### config.mk
export PLATFORM = sky130hd
export DESIGN_NAME = lcd_shadow_write_filter_unit
export DESIGN_NICKNAME = d
export VERILOG_FILES = /design/src/sv/lsw_pkg.sv /design/src/sv/lsw_shadow_mem.sv /design/src/sv/lsw_out_queue.sv /design/src/sv/lcd_shadow_write_filter_unit.sv
export SDC_FILE = /design/constraint.sdc
export NUM_CORES = 2
export LEC_CHECK = 0
export BUFFER_PORTS_ARGS = -buffer_cell sky130_fd_sc_hd__buf_2
export CAP_MARGIN = 20
export CORE_ASPECT_RATIO = 1.5
export CORE_MARGIN = 2
export CORE_UTILIZATION = 30
export DETAILED_ROUTE_END_ITERATION = 10
export GPL_TIMING_DRIVEN = 0
export PLACE_DENSITY = 0.49
export SETUP_SLACK_MARGIN = 0.3
export SLEW_MARGIN = 20
export SYNTH_ARGS = -nofsm -noshare
export SYNTH_HDL_FRONTEND = slang
export SYNTH_SLANG_ARGS = --single-unit
### constraint.sdc
create_clock -name clk -period 8.2 [get_ports clk]
set_input_delay 1.64 -clock clk [delete_from_list [all_inputs] [get_ports clk]]
set_output_delay 1.64 -clock clk [all_outputs]
set_load 0.005 [all_outputs]
### src/sv/lsw_pkg.sv
// Shared types and constants for the LCD shadow write filter.
package lsw_pkg;

    // Depth of the shadow store, a power of two between 16 and 256.
    localparam int STORE_DEPTH = 256;
    localparam int ADDR_W      = $clog2(STORE_DEPTH);
    localparam int BYTE_W      = 8;

    localparam logic [BYTE_W-1:0] CURSOR_CMD_BIT = 8'h80;
    localparam logic [BYTE_W-1:0] ADDR_MASK      = 8'h7F;

    localparam logic OP_CHAR = 1'b0;
    localparam logic OP_CMD  = 1'b1;

    localparam logic RS_CMD  = 1'b0;
    localparam logic RS_DATA = 1'b1;

    typedef logic [ADDR_W-1:0] addr_t;

    typedef enum logic [0:0] {
        ST_IDLE,
        ST_LOOKUP
    } state_t;

    // One panel write as it leaves the block.
    typedef struct packed {
        logic              reg_select;
        logic [BYTE_W-1:0] bus_byte;
        logic              last;
    } result_t;

    // Load request from the control logic to the output queue.
    typedef struct packed {
        logic       load;
        logic [1:0] count;
        result_t    first;
        result_t    second;
    } queue_load_t;

endpackage

### src/sv/lsw_shadow_mem.sv
// Shadow copy of display memory with per-entry valid bits and a registered read port.
module lsw_shadow_mem (
    input  logic                       clk,
    input  logic                       rst_n,
    input  logic                       rd_en,
    input  lsw_pkg::addr_t             rd_addr,
    output logic [lsw_pkg::BYTE_W-1:0] rd_data,
    input  logic                       wr_en,
    input  lsw_pkg::addr_t             wr_addr,
    input  logic [lsw_pkg::BYTE_W-1:0] wr_data
);
    import lsw_pkg::*;

    logic [BYTE_W-1:0]      mem [STORE_DEPTH];
    logic [STORE_DEPTH-1:0] valid_reg;
    logic [BYTE_W-1:0]      rd_data_reg;
    logic                   rd_valid_reg;

    always_ff @(posedge clk)
    begin
        if (wr_en)
        begin
            mem[wr_addr] <= wr_data;
        end
        if (rd_en)
        begin
            rd_data_reg <= mem[rd_addr];
        end
    end

    // An entry that was never written reads as zero.
    always_ff @(posedge clk or negedge rst_n)
    begin
        if (!rst_n)
        begin
            valid_reg    <= '0;
            rd_valid_reg <= 1'b0;
        end
        else
        begin
            if (wr_en)
            begin
                valid_reg[wr_addr] <= 1'b1;
            end
            if (rd_en)
            begin
                rd_valid_reg <= valid_reg[rd_addr];
            end
        end
    end

    assign rd_data = rd_valid_reg ? rd_data_reg : '0;

endmodule

### src/sv/lsw_out_queue.sv
// Two-entry output queue that holds the panel writes of one input transaction.
module lsw_out_queue (
    input  logic                 clk,
    input  logic                 rst_n,
    input  lsw_pkg::queue_load_t req,
    input  logic                 pop,
    output logic                 empty,
    output lsw_pkg::result_t     head
);
    import lsw_pkg::*;

    logic [1:0] count_reg, count_next;
    result_t    slot0_reg, slot0_next;
    result_t    slot1_reg, slot1_next;

    // A load is only requested while the queue is empty, so it never meets a pop.
    always_comb
    begin
        count_next = count_reg;
        slot0_next = slot0_reg;
        slot1_next = slot1_reg;
        if (req.load)
        begin
            count_next = req.count;
            slot0_next = req.first;
            slot1_next = req.second;
        end
        else if (pop)
        begin
            count_next = count_reg - 2'd1;
            slot0_next = slot1_reg;
        end
    end

    always_ff @(posedge clk or negedge rst_n)
    begin
        if (!rst_n)
        begin
            count_reg <= 2'd0;
        end
        else
        begin
            count_reg <= count_next;
        end
    end

    always_ff @(posedge clk)
    begin
        slot0_reg <= slot0_next;
        slot1_reg <= slot1_next;
    end

    assign empty = (count_reg == 2'd0);
    assign head  = slot0_reg;

endmodule

### src/sv/lcd_shadow_write_filter_unit.sv
// Top level of the LCD shadow write filter: control, cursors, shadow store and output queue.
//
// Input channel (in_valid, in_stall, op, value): one transaction is a character (op 0)
// or a command byte (op 1). Output channel (out_valid, out_stall, reg_select, bus_byte,
// last): each transaction is one panel write; last marks the final write of an input.
// An input causes zero, one or two panel writes. A repeated character and a cursor
// command (bit 7 set) cause none and only move the logical cursor.
// The shadow store is read at the accepting edge (synchronous read port) and the
// following lookup cycle compares and writes back; the panel writes that it decides
// are registered in the output queue before they are offered. A new input is taken
// only in the idle state, never while the lookup of the last one is pending.
// The lookup cycle waits until the output queue has drained, so while the receiver
// stalls at most one more input is taken and then in_stall stays high.
// Reset clears both cursors, the output queue and the valid bits of the shadow store,
// so every entry reads as zero immediately after reset with no clearing pass.
module lcd_shadow_write_filter_unit (
    input  logic                       clk,
    input  logic                       rst_n,
    input  logic                       in_valid,
    output logic                       in_stall,
    input  logic                       op,
    input  logic [lsw_pkg::BYTE_W-1:0] value,
    output logic                       out_valid,
    input  logic                       out_stall,
    output logic                       reg_select,
    output logic [lsw_pkg::BYTE_W-1:0] bus_byte,
    output logic                       last
);
    import lsw_pkg::*;

    state_t            state_reg, state_next;
    addr_t             cursor_reg, cursor_next;
    addr_t             panel_reg, panel_next;
    logic              op_reg;
    logic [BYTE_W-1:0] value_reg;

    logic              accept;
    logic              go;
    logic              pop;
    logic              q_empty;
    result_t           q_head;
    queue_load_t       q_req;
    logic [BYTE_W-1:0] rd_data;
    logic              wr_en;
    addr_t             cursor_inc;
    logic [BYTE_W-1:0] cmd_addr;
    result_t           set_addr_res;
    result_t           data_res;
    result_t           cmd_res;

    // Next state.
    always_comb
    begin
        state_next = state_reg;
        unique case (state_reg)
            ST_IDLE:
            begin
                if (in_valid)
                begin
                    state_next = ST_LOOKUP;
                end
            end
            ST_LOOKUP:
            begin
                if (q_empty)
                begin
                    state_next = ST_IDLE;
                end
            end
            default:
            begin
                state_next = ST_IDLE;
            end
        endcase
    end

    // State outputs.
    always_comb
    begin
        in_stall = 1'b1;
        go       = 1'b0;
        unique case (state_reg)
            ST_IDLE:
            begin
                in_stall = 1'b0;
            end
            ST_LOOKUP:
            begin
                go = q_empty;
            end
            default:
            begin
                in_stall = 1'b1;
            end
        endcase
    end

    assign accept = in_valid && !in_stall;
    assign pop    = out_valid && !out_stall;

    assign cursor_inc = (cursor_reg == addr_t'(STORE_DEPTH - 1)) ? '0 : cursor_reg + 1'b1;
    assign cmd_addr   = value_reg & ADDR_MASK;

    assign set_addr_res = '{reg_select: RS_CMD,
                            bus_byte:   CURSOR_CMD_BIT | (BYTE_W'(cursor_reg) & ADDR_MASK),
                            last:       1'b0};
    assign data_res     = '{reg_select: RS_DATA, bus_byte: value_reg, last: 1'b1};
    assign cmd_res      = '{reg_select: RS_CMD,  bus_byte: value_reg, last: 1'b1};

    // Compare the shadow entry and decide the panel writes in the lookup cycle.
    always_comb
    begin
        cursor_next  = cursor_reg;
        panel_next   = panel_reg;
        wr_en        = 1'b0;
        q_req.load   = 1'b0;
        q_req.count  = 2'd0;
        q_req.first  = data_res;
        q_req.second = data_res;
        if (go)
        begin
            if (op_reg == OP_CHAR)
            begin
                cursor_next = cursor_inc;
                if (rd_data != value_reg)
                begin
                    wr_en      = 1'b1;
                    panel_next = cursor_inc;
                    q_req.load = 1'b1;
                    if (cursor_reg != panel_reg)
                    begin
                        q_req.count = 2'd2;
                        q_req.first = set_addr_res;
                    end
                    else
                    begin
                        q_req.count = 2'd1;
                    end
                end
            end
            else if ((value_reg & CURSOR_CMD_BIT) != '0)
            begin
                cursor_next = cmd_addr[ADDR_W-1:0];
            end
            else
            begin
                q_req.load  = 1'b1;
                q_req.count = 2'd1;
                q_req.first = cmd_res;
            end
        end
    end

    always_ff @(posedge clk or negedge rst_n)
    begin
        if (!rst_n)
        begin
            state_reg  <= ST_IDLE;
            cursor_reg <= '0;
            panel_reg  <= '0;
        end
        else
        begin
            state_reg  <= state_next;
            cursor_reg <= cursor_next;
            panel_reg  <= panel_next;
        end
    end

    always_ff @(posedge clk)
    begin
        if (accept)
        begin
            op_reg    <= op;
            value_reg <= value;
        end
    end

    lsw_shadow_mem u_mem (
        .clk     (clk),
        .rst_n   (rst_n),
        .rd_en   (accept),
        .rd_addr (cursor_reg),
        .rd_data (rd_data),
        .wr_en   (wr_en),
        .wr_addr (cursor_reg),
        .wr_data (value_reg)
    );

    lsw_out_queue u_queue (
        .clk   (clk),
        .rst_n (rst_n),
        .req   (q_req),
        .pop   (pop),
        .empty (q_empty),
        .head  (q_head)
    );

    assign out_valid  = !q_empty;
    assign reg_select = q_head.reg_select;
    assign bus_byte   = q_head.bus_byte;
    assign last       = q_head.last;

endmodule

* Yosys cells after proc, flatten, opt, wreduce, memory -nomap -nowiden
Memories as Yosys holds them, arrays and structs flattened. A register that Yosys moved wholly into a read port is not among the register bits. Cells that the tools add are included.
Word-level totals: register bits after elaboration 303, RAM bits 2048, input port bits 13, output and inout bits 12, logic and storage cells 61, memories kept 1
Operators by class: add/subtract/negate cells 2, magnitude comparators 2, equal/unequal tests 4, multiplexer cells 28, bitwise logic cells 3, reductions and logical operators 9
Memories:
- u_mem.mem | words 256, bits a word 8, rd ports 1, clocked after memory_dff 1, wr ports 1, line lsw_shadow_mem.sv:14 | logic [BYTE_W-1:0] mem [STORE_DEPTH];
Operators by type and width (count):
- $or 256x256->256 | 1
- $mux 13 | 4
- $mux 8 | 4
- $mux 10 | 3
- $ne 8x8->1 | 2
- $mux 1 | 11
- $lt 8x9->1 const B | 1
- $add 8x1->8 const B | 1
- $bmux 1 s8 | 1
- $demux 1 s8 | 1
- $eq 8x8->1 const B | 1
- $ge 8x1->1 const B | 1
- $mux 2 | 3
- $logic_and 1x1->1 | 3
- $reduce_and 3->1 | 1
- $logic_not 1->1 | 2
- $logic_not 2->1 | 1
- $ne 2x1->1 const B | 1
- $not 1->1 | 2
- $pmux 1 s2 | 1
- $reduce_and 2->1 | 1
- $reduce_bool 2->1 | 1
- $sub 2x1->2 const B | 1

* Depth between registers and ports, before layout
word-level depth 7, gate-level depth with buffers 11, gate-level depth less buffers 7

* By module
Synthesis repeated with hierarchy kept, for this count alone.
Unflattened totals: cells, all modules 4479, area, all modules 91161.2 um^2
Modules (own cells, without submodules):
- lsw_shadow_mem | times used 1, cells an instance 4286, area each 88696.3 um^2, seq. area each 68170.4 um^2
- lcd_shadow_write_filter_unit | times used 1, cells an instance 148, area each 1575.3 um^2, seq. area each 695.7 um^2
- lsw_out_queue | times used 1, cells an instance 45, area each 889.6 um^2, seq. area each 650.6 um^2

* Worst setup path before layout
OpenSTA, ideal clock, no wires.
path type reg-to-reg, start point reg value_reg[3], end point mem u_mem.mem[255][0] (enable), library setup time 0.383 ns, data arrival time 5.488 ns, setup slack 2.329 ns, stages on the path, launching flop included 9, buffers on the path 2, clock period less this slack 5.871 ns, cells stage by stage edfxtp_1 -> xnor2_1 -> a31o_2 -> a22oi_1 -> or4_1 -> clkbuf_1 -> clkbuf_1 -> nand2_1 -> nor3_1
Between the ends: word-level cells in the longest chain between the ends 6
RTL lines:
- start: declaration | line lcd_shadow_write_filter_unit.sv:35 | logic [BYTE_W-1:0] value_reg;
- start signal: assignment | line lcd_shadow_write_filter_unit.sv:175 | value_reg <= value;
- $ne 8x8->1 | line lcd_shadow_write_filter_unit.sv:125 | if (rd_data != value_reg)
- $mux 1 | line lcd_shadow_write_filter_unit.sv:125
- $mux 1 | line lcd_shadow_write_filter_unit.sv:122 | if (op_reg == OP_CHAR)
- $mux 1 | line lcd_shadow_write_filter_unit.sv:120 | if (go)
- $mux 1 | line lsw_shadow_mem.sv:21 | if (wr_en)
- $mux 1 (not written as such) | line lsw_shadow_mem.sv:23 | mem[wr_addr] <= wr_data;
- end: declaration | line lsw_shadow_mem.sv:14
No other way between the ends.

==> results.cfg <==
[final_layout]
drive_gt1_frac = 0.2705
fin_nets = 4956
area_growth_pct = 17.29
finish.instance_area_um2 = 108700
largest_register_ffs = 2048

[power_and_ir_drop]
irDropWorstVdd_v = 0.0002469
finalPower_mw = 39.71
p_leak_nw = 34.97
power-per-cell-area_nw_per_um2 = 365.4

[timing]
setup_violations = 0
finalCritPeriodShare = 0.8483
period_minus_slack_ns = 6.956
setup_tns_ns = 0
hold_slack_ns = 0.4712
hold_viol = 0
max_clock_freq_mhz = 143.8
fin_skew_ns = 0.05496
slew_viol_final = 0
tightest_slew_ns = 1.263
maxSlewHeadroom = 0.1341
rsz0062_at_grt = no

[clock_network]
clk_pin_slew_ns = 0.07
cts_tree = done
htreeDepth = 4
clkLatencyLatePin_ns = 0.92
cts_buffers = 220
cts_hold_buffers = 0
cts.sinks = 2359
root_buffer = clkbuf_16
postCtsSetupRepairBufs = 0
cts.repair.resized = 0
clock_path_buffers = 4

[worst_hold_path]
holdPathStages = 1
hold_class = flip-flop to flip-flop

[floorplanning]
dieArea_um2 = 313400
io_pins = 25
rows = 249
die_height_um = 684.7
start_util = 0.3019
die_x_um = 457.8
coreArea_um2 = 306900

[synthesis]
syn_nets = 4531
synthArstFlopShare = 0.1170
yosys_warnings = 0
netlist_top_cells_area = edfxtp_1 68%, mux4_2 15%, dfrtp_1 7.5%
yosys.cell_count.top_type = edfxtp_1
yosysSeqAreaShare = 0.7496
yosys-top-cells-count = 2,083 x edfxtp_1, 608 x mux4_2, 296 x nor2_1, 276 x dfrtp_1, 255 x o21bai_1
syn_avg_cell_area_um2 = 20.53
post_synth_inst_count = 4513
ys.flop_type = edfxtp_1
synth_edf_count = 2083
yosysTopAreaCell = edfxtp_1
ys_ff_latch = 2359
synth_top_area_frac = 0.6751
synth_cell_type_count = 70
syn_area_um2 = 92660

[drt]
drt_iter0_drc = 8105
routed_via_density = 5.893
vias = 53980
drt-pass1-iter-count = 8
drt-total-wl_um = 422400
drc = 0
wire_per_inst_um = 46.11
ant_nets = 0

[global_route]
met2_usage = 0.4222
busiest_layer = met2
grt_max_degree = 97
grt_usage = 0.2648
use_met1 = 0.2895
antenna_found_initial = 36
grt_pass1_wl_um = 538800
grt_pass1_vias = 52160
gr-total-overflow = 0
use_met3 = 0.05952

[placement]
gp_congestion = 0.9982
io_buffers = 24
dpl_cell_area_um2 = 101600
dp_hpwl_um = 299000

[critical_path]
critPathRequiredTime_ns = 8.84
reg2regPathDepth = 11
path_max_fanout = 10
criticalPathCategory = flip-flop to flip-flop
worstSetupStartpointType = flip-flop
crit_arrival_ns = 7.60
setup.worst_path.end_class = flip-flop

[flow_run]
maxCapViolCount = 0

[run_status]
status = finished clean
[cells by family after synthesis]
| group | synth area share |
|---|---|
| DFF | 0.7496 |
| muxes | 0.1605 |
| AOI/OAI and AO/OA | 0.04385 |
| and+or+nand+nor | 0.02578 |
| buffers and inverters | 0.01801 |
| xor gates and xnor gates | 0.001607 |
| adders and majority gates | 0.0006752 |
[worst max-delay path, cell delays in order, from the launching register on]
cell and delay, ns:
dfrtp_1 0.38, clkbuf_2 0.34, buf_6 0.26, buf_2 0.53, buf_2 0.73, buf_2 0.90
buf_2 1.01, mux4_2 0.44, a221oi_1 1.09, o22ai_1 0.36, o21ai_0 0.38, nand3b_1 0.12
[per-layer routing]
metal | part of all wire | wire length (um)
met1 | 0.33 | 138500
met2 | 0.47 | 197800
met3 | 0.086 | 36300
met4 | 0.12 | 49690
met5 | 0.00013 | 56
[stage by stage]
step / std cells / utilization / setup slack (ns)
floorplan: 4513 / - / 2.329
global placement: 8553 / 0.3187 / -4.215
detailed placement: 8732 / 0.3311 / 1.614
CTS: 9132 / 0.3539 / 1.558
global route: 9137 / 0.3540 / 1.666
finish: 9159 / 0.3542 / 1.244
[power breakdown]
part	switching [mW]	leakage [nW]	internal (mW)
Clock	4.79	3.44	5.66
Combinational	11.1	8.99	4.39
Sequential	0.143	22.5	13.6
Total	16.0	35.0	23.7
[cell type report]
type	count	area, um2
Antenna cell	27	67.56
Buffer	319	1767
Clock buffer	282	5951
Clock inverter	118	1044
Fill cell	28340	198200
Inverter	9	33.78
Multi-Input combinational cell	1826	21660
Sequential cell	2359	69460
Tap cell	4016	5025
Timing Repair Buffer	203	3681
[worst paths after layout]
path | start | end | slack (ns)
setup / recovery | cursor_reg[1] | u_mem.rd_data_reg[3] | 1.24
hold / removal | u_mem.valid_reg[94] | u_mem.valid_reg[94] | 0.47
setup reg to reg | cursor_reg[1] | u_mem.rd_data_reg[3] | 1.24
hold reg to reg | u_mem.valid_reg[94] | u_mem.valid_reg[94] | 0.47
max in group asynchronous | rst_n | u_mem.valid_reg[232] | 6.11
min in group asynchronous | rst_n | u_queue.count_reg[1] | 0.49
[placed cells by master, fill, tap and decap left out, types with 60 or more instances in the layout]
| cell type | n |
|---|---|
| mux4_2 | 608 |
| dfrtp_1 | 276 |
| clkbuf_1 | 147 |
| o21bai_1 | 255 |
| nand2_1 | 80 |
| buf_2 | 98 |
| buf_8 | 81 |
| buf_16 | 60 |
| edfxtp_1 | 2083 |
| clkbuf_16 | 224 |
| nor2_1 | 293 |
| clkbuf_2 | 68 |
| mux2i_1 | 78 |
(Power assumes the default switching activity.)
